==> src/sv/assert_macros.svh <==
// Assertion macros shared by the link quality monitor RTL.
// Expects clk and rst in scope at the point of use.
`ifndef ASSERT_MACROS_SVH
`define ASSERT_MACROS_SVH

`ifndef SYNTHESIS
`define RLQM_ASSERT_IMPL(name, pre, post, msg) \
  name: assert property (@(posedge clk) disable iff (rst) (pre) |-> (post)) else $error(msg);
`define RLQM_ASSERT_NEXT(name, pre, post, msg) \
  name: assert property (@(posedge clk) disable iff (rst) (pre) |=> (post)) else $error(msg);
`else
`define RLQM_ASSERT_IMPL(name, pre, post, msg)
`define RLQM_ASSERT_NEXT(name, pre, post, msg)
`endif

`endif

==> src/sv/rlqm_pkg.sv <==
// Shared types and constants for the radio link quality monitor.
// No dependencies.
package rlqm_pkg;

  localparam int WINDOW_LEN = 50;
  localparam int SCORE_W    = 26;

  localparam logic signed [SCORE_W-1:0] LOSS_WEIGHT = SCORE_W'(127);
  localparam logic signed [SCORE_W-1:0] FADE_WEIGHT = SCORE_W'(50);
  localparam logic signed [SCORE_W-1:0] SCORE_CAP_S = SCORE_W'(230);

  localparam logic [7:0]  SCORE_CAP   = 8'd230;
  localparam logic [7:0]  HOLD_SCORE  = 8'd255;
  localparam logic [7:0]  QUALITY_MAX = 8'd255;
  localparam logic [7:0]  GAP_RESET   = 8'd10;
  localparam logic [15:0] MS_MAX      = 16'hFFFF;

  localparam logic OP_BYTE = 1'b0;
  localparam logic OP_TICK = 1'b1;

  typedef logic [7:0] byte_t;

  typedef struct packed {
    logic  operation;
    byte_t data_byte;
  } rlqm_item_t;

  typedef struct packed {
    byte_t link_quality;
    logic  packet_done;
    logic  hold_active;
    byte_t latest_loss;
  } rlqm_result_t;

endpackage

==> src/sv/rlqm_cell.sv <==
// One window cell: holds a loss score and passes a running maximum on.
// Depends on rlqm_pkg.
module rlqm_cell (
  input  logic           clk,
  input  logic           rst,
  input  logic           shift_en,
  input  rlqm_pkg::byte_t entry_in,
  input  rlqm_pkg::byte_t max_in,
  output rlqm_pkg::byte_t entry_out,
  output rlqm_pkg::byte_t max_out
);
  import rlqm_pkg::*;

  byte_t entry;
  byte_t max_val;

  always_ff @(posedge clk) begin
    if (rst) begin
      entry   <= '0;
      max_val <= '0;
    end else begin
      if (shift_en) begin
        entry <= entry_in;
      end
      max_val <= (entry > max_in) ? entry : max_in;
    end
  end

  assign entry_out = entry;
  assign max_out   = max_val;

endmodule

==> src/sv/rlqm_window.sv <==
// Loss window: a shift chain of cells with a systolic running maximum.
// Depends on rlqm_pkg and rlqm_cell.
module rlqm_window (
  input  logic            clk,
  input  logic            rst,
  input  logic            shift_en,
  input  rlqm_pkg::byte_t shift_data,
  output rlqm_pkg::byte_t worst
);
  import rlqm_pkg::*;

  byte_t entry_chain [WINDOW_LEN+1];
  byte_t max_chain   [WINDOW_LEN+1];

  assign entry_chain[0] = shift_data;
  assign max_chain[0]   = '0;

  for (genvar i = 0; i < WINDOW_LEN; i++) begin : g_cell
    rlqm_cell u_cell (
      .clk       (clk),
      .rst       (rst),
      .shift_en  (shift_en),
      .entry_in  (entry_chain[i]),
      .max_in    (max_chain[i]),
      .entry_out (entry_chain[i+1]),
      .max_out   (max_chain[i+1])
    );
  end

  assign worst = max_chain[WINDOW_LEN];

endmodule

==> src/sv/radio_link_quality_monitor.sv <==
// Radio link quality monitor top level: packet parsing, loss score, hold tracking.
// Items that do not end a packet go from idle to emit; the byte that ends a packet
// passes score, clamp, sweep and emit (the window maximum ripples one cell a cycle).
// New items are taken only in idle, after the last result has been emitted.
// Synchronous reset clears all state and the window; gap threshold returns to 10 ms.
// Depends on rlqm_pkg, rlqm_window and assert_macros.svh.
`include "assert_macros.svh"

module radio_link_quality_monitor (
  input  logic                   clk,
  input  logic                   rst,
  input  logic                   item_valid,
  output logic                   item_ready,
  input  rlqm_pkg::rlqm_item_t   item,
  output logic                   result_valid,
  input  logic                   result_ready,
  output rlqm_pkg::rlqm_result_t result,
  input  logic                   cfg_we,
  input  rlqm_pkg::byte_t        cfg_wdata
);
  import rlqm_pkg::*;

  localparam int SWEEP_W = $clog2(WINDOW_LEN + 1);
  localparam logic [SWEEP_W-1:0] SWEEP_LAST = SWEEP_W'(WINDOW_LEN - 1);

  localparam logic [3:0] POS_HOLD    = 4'd1;
  localparam logic [3:0] POS_LOSS_HI = 4'd2;
  localparam logic [3:0] POS_LOSS_LO = 4'd3;
  localparam logic [3:0] POS_MAIN_HI = 4'd4;
  localparam logic [3:0] POS_MAIN_LO = 4'd5;
  localparam logic [3:0] POS_SAT_HI  = 4'd6;
  localparam logic [3:0] POS_SAT_LO  = 4'd7;

  typedef enum logic [2:0] {S_IDLE, S_SCORE, S_CLAMP, S_SWEEP, S_EMIT} state_t;

  state_t               state;
  logic [SWEEP_W-1:0]   sweep_cnt;
  byte_t                gap_threshold;
  logic                 awaiting_packet;
  logic [3:0]           byte_position;
  logic [15:0]          ms_since_byte;
  byte_t                hold_count_new;
  logic [15:0]          frame_loss_new;
  logic [15:0]          main_fades_new;
  logic [15:0]          sat_fades_new;
  byte_t                hold_count_prev;
  logic [15:0]          frame_loss_prev;
  logic [15:0]          main_fades_prev;
  logic [15:0]          sat_fades_prev;
  logic                 in_hold;
  byte_t                last_score;
  logic                 done;
  logic                 fresh_hold;
  logic signed [SCORE_W-1:0] p_loss;
  logic signed [SCORE_W-1:0] p_main;
  logic signed [SCORE_W-1:0] p_sat;

  logic                 accept;
  logic [15:0]          loss_delta;
  logic signed [16:0]   main_delta;
  logic signed [16:0]   sat_delta;
  logic signed [SCORE_W-1:0] score_sum;
  byte_t                score;
  logic                 win_shift;
  byte_t                worst;

  assign item_ready = (state == S_IDLE);
  assign accept     = item_valid && item_ready;
  assign win_shift  = (state == S_CLAMP);

  always_comb begin
    loss_delta = (frame_loss_new > frame_loss_prev) ? frame_loss_new - frame_loss_prev : '0;
    main_delta = signed'({1'b0, main_fades_new}) - signed'({1'b0, main_fades_prev});
    sat_delta  = signed'({1'b0, sat_fades_new}) - signed'({1'b0, sat_fades_prev});
    score_sum  = p_loss + p_main + p_sat;
    if (fresh_hold) begin
      score = HOLD_SCORE;
    end else if (score_sum > SCORE_CAP_S) begin
      score = SCORE_CAP;
    end else if (score_sum < 0) begin
      score = '0;
    end else begin
      score = score_sum[7:0];
    end
  end

  rlqm_window u_window (
    .clk        (clk),
    .rst        (rst),
    .shift_en   (win_shift),
    .shift_data (score),
    .worst      (worst)
  );

  always_ff @(posedge clk) begin
    if (rst) begin
      state           <= S_IDLE;
      sweep_cnt       <= '0;
      gap_threshold   <= GAP_RESET;
      awaiting_packet <= 1'b1;
      byte_position   <= '0;
      ms_since_byte   <= '0;
      hold_count_new  <= '0;
      frame_loss_new  <= '0;
      main_fades_new  <= '0;
      sat_fades_new   <= '0;
      hold_count_prev <= '0;
      frame_loss_prev <= '0;
      main_fades_prev <= '0;
      sat_fades_prev  <= '0;
      in_hold         <= 1'b0;
      last_score      <= '0;
      done            <= 1'b0;
      fresh_hold      <= 1'b0;
      p_loss          <= '0;
      p_main          <= '0;
      p_sat           <= '0;
      result_valid    <= 1'b0;
      result          <= '0;
    end else begin
      if (cfg_we) begin
        gap_threshold <= cfg_wdata;
      end
      if (result_valid && result_ready && state != S_EMIT) begin
        result_valid <= 1'b0;
      end
      case (state)
        S_IDLE: begin
          if (accept) begin
            if (item.operation == OP_BYTE && !awaiting_packet &&
                byte_position == POS_SAT_LO) begin
              done  <= 1'b1;
              state <= S_SCORE;
            end else begin
              done  <= 1'b0;
              state <= S_EMIT;
            end
            if (item.operation == OP_TICK) begin
              if (ms_since_byte != MS_MAX) begin
                ms_since_byte <= ms_since_byte + 16'd1;
              end
            end else begin
              ms_since_byte <= '0;
              if (awaiting_packet) begin
                if (ms_since_byte > {8'd0, gap_threshold}) begin
                  awaiting_packet <= 1'b0;
                  byte_position   <= POS_HOLD;
                end
              end else begin
                byte_position <= byte_position + 4'd1;
                case (byte_position)
                  POS_HOLD:    hold_count_new       <= item.data_byte;
                  POS_LOSS_HI: frame_loss_new       <= {item.data_byte, 8'd0};
                  POS_LOSS_LO: frame_loss_new[7:0]  <= item.data_byte;
                  POS_MAIN_HI: main_fades_new       <= {item.data_byte, 8'd0};
                  POS_MAIN_LO: main_fades_new[7:0]  <= item.data_byte;
                  POS_SAT_HI:  sat_fades_new        <= {item.data_byte, 8'd0};
                  POS_SAT_LO: begin
                    sat_fades_new[7:0] <= item.data_byte;
                    awaiting_packet    <= 1'b1;
                  end
                  default: ;
                endcase
              end
            end
          end
        end
        S_SCORE: begin
          fresh_hold <= (hold_count_new != hold_count_prev);
          p_loss     <= signed'(SCORE_W'(loss_delta)) * LOSS_WEIGHT;
          p_main     <= SCORE_W'(main_delta) * FADE_WEIGHT;
          p_sat      <= SCORE_W'(sat_delta) * FADE_WEIGHT;
          state      <= S_CLAMP;
        end
        S_CLAMP: begin
          if (fresh_hold) begin
            in_hold <= 1'b1;
          end else if (score != '0 && score != HOLD_SCORE) begin
            in_hold <= 1'b0;
          end
          last_score      <= score;
          hold_count_prev <= hold_count_new;
          frame_loss_prev <= frame_loss_new;
          main_fades_prev <= main_fades_new;
          sat_fades_prev  <= sat_fades_new;
          sweep_cnt       <= '0;
          state           <= S_SWEEP;
        end
        S_SWEEP: begin
          if (sweep_cnt == SWEEP_LAST) begin
            state <= S_EMIT;
          end else begin
            sweep_cnt <= sweep_cnt + SWEEP_W'(1);
          end
        end
        S_EMIT: begin
          if (!result_valid || result_ready) begin
            result_valid        <= 1'b1;
            result.link_quality <= in_hold ? '0 : QUALITY_MAX - worst;
            result.packet_done  <= done;
            result.hold_active  <= in_hold;
            result.latest_loss  <= last_score;
            state               <= S_IDLE;
          end
        end
        default: state <= S_IDLE;
      endcase
    end
  end

  `RLQM_ASSERT_IMPL(a_hold_zero_quality, result_valid && result.hold_active, result.link_quality == '0, "quality nonzero during hold")
  `RLQM_ASSERT_IMPL(a_hold_score_sets_hold, last_score > SCORE_CAP, in_hold, "hold score stored without hold")
  `RLQM_ASSERT_IMPL(a_score_after_packet_end, state == S_SCORE, awaiting_packet && done, "score pass without packet end")
  `RLQM_ASSERT_NEXT(a_tick_saturates, accept && item.operation == OP_TICK && ms_since_byte == MS_MAX, ms_since_byte == MS_MAX, "tick counter wrapped")

endmodule

==> config.mk <==
export PLATFORM = sky130hd
export DESIGN_NAME = radio_link_quality_monitor
export DESIGN_NICKNAME = d
export VERILOG_FILES = /design/src/sv/rlqm_pkg.sv /design/src/sv/rlqm_cell.sv /design/src/sv/rlqm_window.sv /design/src/sv/radio_link_quality_monitor.sv
export VERILOG_INCLUDE_DIRS = /design/src /design/src/sv
export SDC_FILE = /design/constraint.sdc
export NUM_CORES = 2
export LEC_CHECK = 0
export BUFFER_PORTS_ARGS = -buffer_cell sky130_fd_sc_hd__clkbuf_2
export CAP_MARGIN = 5
export CORE_MARGIN = 10
export CORE_UTILIZATION = 55
export DETAILED_ROUTE_END_ITERATION = 8
export PLACE_DENSITY_LB_ADDON = 0.2
export SYNTH_ARGS = -nofsm -noshare
export SYNTH_HDL_FRONTEND = slang
export SYNTH_SLANG_ARGS = --single-unit
==> constraint.sdc <==
create_clock -name clk -period 8.7 [get_ports clk]
set_input_delay 0.435 -clock clk [delete_from_list [all_inputs] [get_ports clk]]
set_output_delay 0.435 -clock clk [all_outputs]
set_load 0.02 [all_outputs]
==> summary.txt <==
Logic synthesis
  – Post-synthesis register bit count: 1,041
  – Post-synth net total: 7,484
  – Netlist cell types: 75
  – Yosys warning count: 0
  – Number of flops mapped to enable cells by yosys: 0
  – Ys flop type: dfxtp_1
  – Syn Inst Count: about 6.7k
  – Sequential area share after synthesis: 0.3713
  – Syn_area_per_cell: 8.341 um^2
  – Fraction of registers with async set/reset: 0
  – Syn Std Cell Area: 56,120 um^2

Floorplan
  – Die width: 339.4 um
  – Initial Util: 0.5524
  – Core Area: 101,600 um^2
  – Row cnt: 117
  – Io pins: 42
  – Die area: 115,200 um^2
  – Die Y: around 340 um

Placed design
  – DP HPWL: 82,090 um
  – Pre-CTS WS: 1.542 ns
  – Placer's final routability congestion estimate: 0.9060
  – # port buffers: 41
  – Dpl cell area: about 57,000 um^2

Worst setup path
  – CP max stage cell: fa_1
  – CP dominant cell by count: o21ai_0
  – Worst setup EP type: flip-flop
  – R2R depth: 26
  – Arrival time worst endpoint: 7.69 ns
  – R2R Path Start: frame_loss_new[0]
  – Crit path to: p_loss[21]
  – CP startpoint: frame_loss_new[0]
  – Crit path kind: flip-flop to flip-flop
  – Slowest stage delay, CP: between 0.5 and 0.6 ns
  – R2R Path End: p_loss[21]
  – CP required: 9.30 ns
  – Startpoint types: flip-flop
  – Largest fanout on the critical path: 16
  – FF-to-FF setup slack: 1.60 ns

Min path
  – Type of the worst min-delay path: input pin to flip-flop

Clock network
  – Max Buffers Root-to-Sink: 3
  – Clk Latency, worst-skew pair: roughly 0.70 ns
  – H-tree depth: 3
  – Root Driver: clkbuf_16
  – Worst-path clk slew: 0.06 ns
  – CTS tree: done
  – TritonCTS Buffers: 112
  – Number of setup buffers added after CTS: 0
  – CTS sink count: 1,041

Route
  – Initial drt markers: about 2.2k
  – Via count: 42.90k
  – Post-DR wirelength/cell: 14.42 um
  – DR pass1 iterations: 6
  – Routed WL: 116,900 um
  – Vias per cell: around 5.3
  – Drc violations: 0
  – Antenna-violating nets left: 0

STA
  – Final Hold Fails: 0
  – Fin crit share: 0.8156
  – Slew @ Worst Pin: between 1 and 1.5 ns
  – Achievable frequency: 0.1409 GHz
  – Unrepaired setup endpoints after global routing: false
  – WHS: 0.1156 ns
  – Total Neg Setup Slack: 0 ns
  – Fin crit period: 7.096 ns
  – Pins Over Slew Limit: 0
  – Rel. slew slack: 0.2639
  – Final WS setup: 1.604 ns
  – # setup viols final: 0
  – Worst clock skew: 0.02860 ns

GRT
  – Initial antenna violation count: 3
  – Largest net degree at the start of global routing: 216
  – Vias in the first global route: 41.77k
  – First-pass GRT wire length: 199,600 um
  – Overall routing resource usage: 0.1984
  – Total global routing overflow: 0

Cells and area
  – Share of cells above drive strength 1: 0.03902
  – Filler cell count: 9,157
  – Nets: roughly 7.4k
  – Area grow syn2layout: 8.829%
  – Final Cell Area: 61,080 um^2

Pwr
  – Peak VDD IR: around 0.15 mV
  – Static leakage: between 20 and 30 nW
  – Cell Pwr Density: about 160 nW/um^2

Run
  – Number of max-cap violations: 0

Status
  – Run status: finished clean
Yosys cell counts (all sizes together) (4+ instances only):
library cell,instances,area [um^2]
mux2i,400,4004
or3,27,168.9
o22ai,8,50.05
clkbuf,250,938.4
nor2b,63,394.1
a311oi,4,35.03
xor2,47,411.6
nand4,32,200.2
buf,16,82.58
a21boi,5,41.29
o211ai,7,52.55
nand2,1148,4309
or2,6,37.54
nand3,154,770.7
xnor2,77,674.4
fa,104,2082
nand2b,61,381.6
o21a,68,510.5
o31ai,5,37.54
a21oi,738,3694
nor4,10,62.56
a31oi,24,150.1
dfxtp,1041,20840
a22oi,21,157.7
a2111oi,7,67.56
o21ai,201,1006
nor2,554,2079
nand3b,14,105.1
ha,630,7883
and2,21,131.4
a21o,90,675.7
and3,54,337.8
a211oi,40,300.3
inv,674,2530
o21bai,10,75.07
nor3,63,315.3
cell families after synthesis:
| logic type | Yosys count | share of synthesized area |
|---|---|---|
| XOR/XNOR | 124 | 0.01935 |
| flip-flops | 1041 | 0.3713 |
| AND/OR/NAND/NOR | 2225 | 0.1684 |
| buffers and inverters | 940 | 0.06327 |
| AO/OA/AOI/OAI | 1262 | 0.1284 |
| multiplexers | 401 | 0.07154 |
| adder cells (fa/ha/maj) | 735 | 0.1777 |
layout by cell type (no fill, tap or decap), drive strengths merged, types with 24 or more instances in the layout:
master,Yosys,routed
inv,674,675
ha,630,630
or3,27,27
nor3,63,63
xnor2,77,77
a21oi,738,738
o21ai,201,201
nand2,1148,1148
a31oi,24,24
dfxtp,1041,1041
nand3,154,154
a21o,90,90
nand2b,61,61
nor2b,63,63
nor2,554,554
fa,104,104
xor2,47,47
clkbuf,250,219
buf,16,27
mux2i,400,400
nand4,32,32
a211oi,40,40
o21a,68,68
and3,54,54
per-layer routing:
layer | GRT usage | part of all wire | vias up
met5 | 0 | 0 | -
met4 | 0.05270 | 0.023 | 0
met3 | 0.02859 | 0.032 | 155
met2 | 0.3301 | 0.46 | 467
met1 | 0.2674 | 0.49 | 20010
li1 | - | - | 22270
how the worst min path moves through the flow:
stage	start	end	slack [ns]	cells after the start
2_1_floorplan	done	result[9]	0.43	2
3_3_place_gp	sat_fades_prev[6]	sat_fades_prev[6]	0.44	2
3_5_place_dp	sat_fades_prev[12]	sat_fades_prev[12]	0.45	2
4_1_cts	item_valid	state[0]	0.06	3
5_1_grt	item[7]	sat_fades_new[7]	0.14	3
6_report	item_valid	state[0]	0.12	3
metrics by stage:
step           power (W)  std cells    util
5_1_grt         0.009976       8108  0.6011
3_3_place_gp    0.005018       7897  0.5636
3_5_place_dp    0.005020       7897  0.5636
6_report        0.009662       8109  0.6012
2_1_floorplan   0.004974       6728       -
4_1_cts         0.009774       8108  0.6011
final cells by class:
class                      instances  area [um^2]  share of cell area
sequential                      1041        20840              0.3412
antenna                            1        2.502          0.00004097
clock buffer                     179         3448             0.05646
multi-input combinational       4747        31750              0.5198
timing repair buffer              75        515.5            0.008440
tap                             1368         1712             0.02802
inverter                         674         2530             0.04142
clock inverter                    24        282.8            0.004630
critical path: cells and delay by family, from the launching register on:
family,cells,cell delay [ns]
adders and majority gates,6,2.55
buffers and inverters,3,0.14
xor gates and xnor gates,3,0.84
AOI/OAI and AO/OA,12,2.70
and+or+nand+nor,2,0.42
DFF,1,0.34
where the power goes:
group / internal (W) / switching, W
logic: 0.0000253 / 0.000113
clock network: 0.00282 / 0.00193
registers: 0.00477 / 0.00000570
total: 0.00762 / 0.00205
state kept, by name, indices dropped and copies added (netlist names), 8 cells and up:
register / count
u_window.g_cell.u_cell.entry_out: 400
u_window.g_cell.u_cell.max_out: 400
p_loss: 23
p_main: 23
p_sat: 23
result: 18
frame_loss_new: 16
frame_loss_prev: 16
main_fades_new: 16
main_fades_prev: 16
ms_since_byte: 16
sat_fades_new: 16
sat_fades_prev: 16
gap_threshold: 8
hold_count_new: 8
hold_count_prev: 8
repair_timing:
| action | 4_1_cts | 5_1_grt |
|---|---|---|
| endpoints found under the setup margin | 0 | 0 |
| endpoints found under the hold margin | 8 | 0 |
| gates resized for setup | 0 | 0 |
| hold buffers | 8 | 0 |
Note: power is estimated with default switching activity, not from simulation.
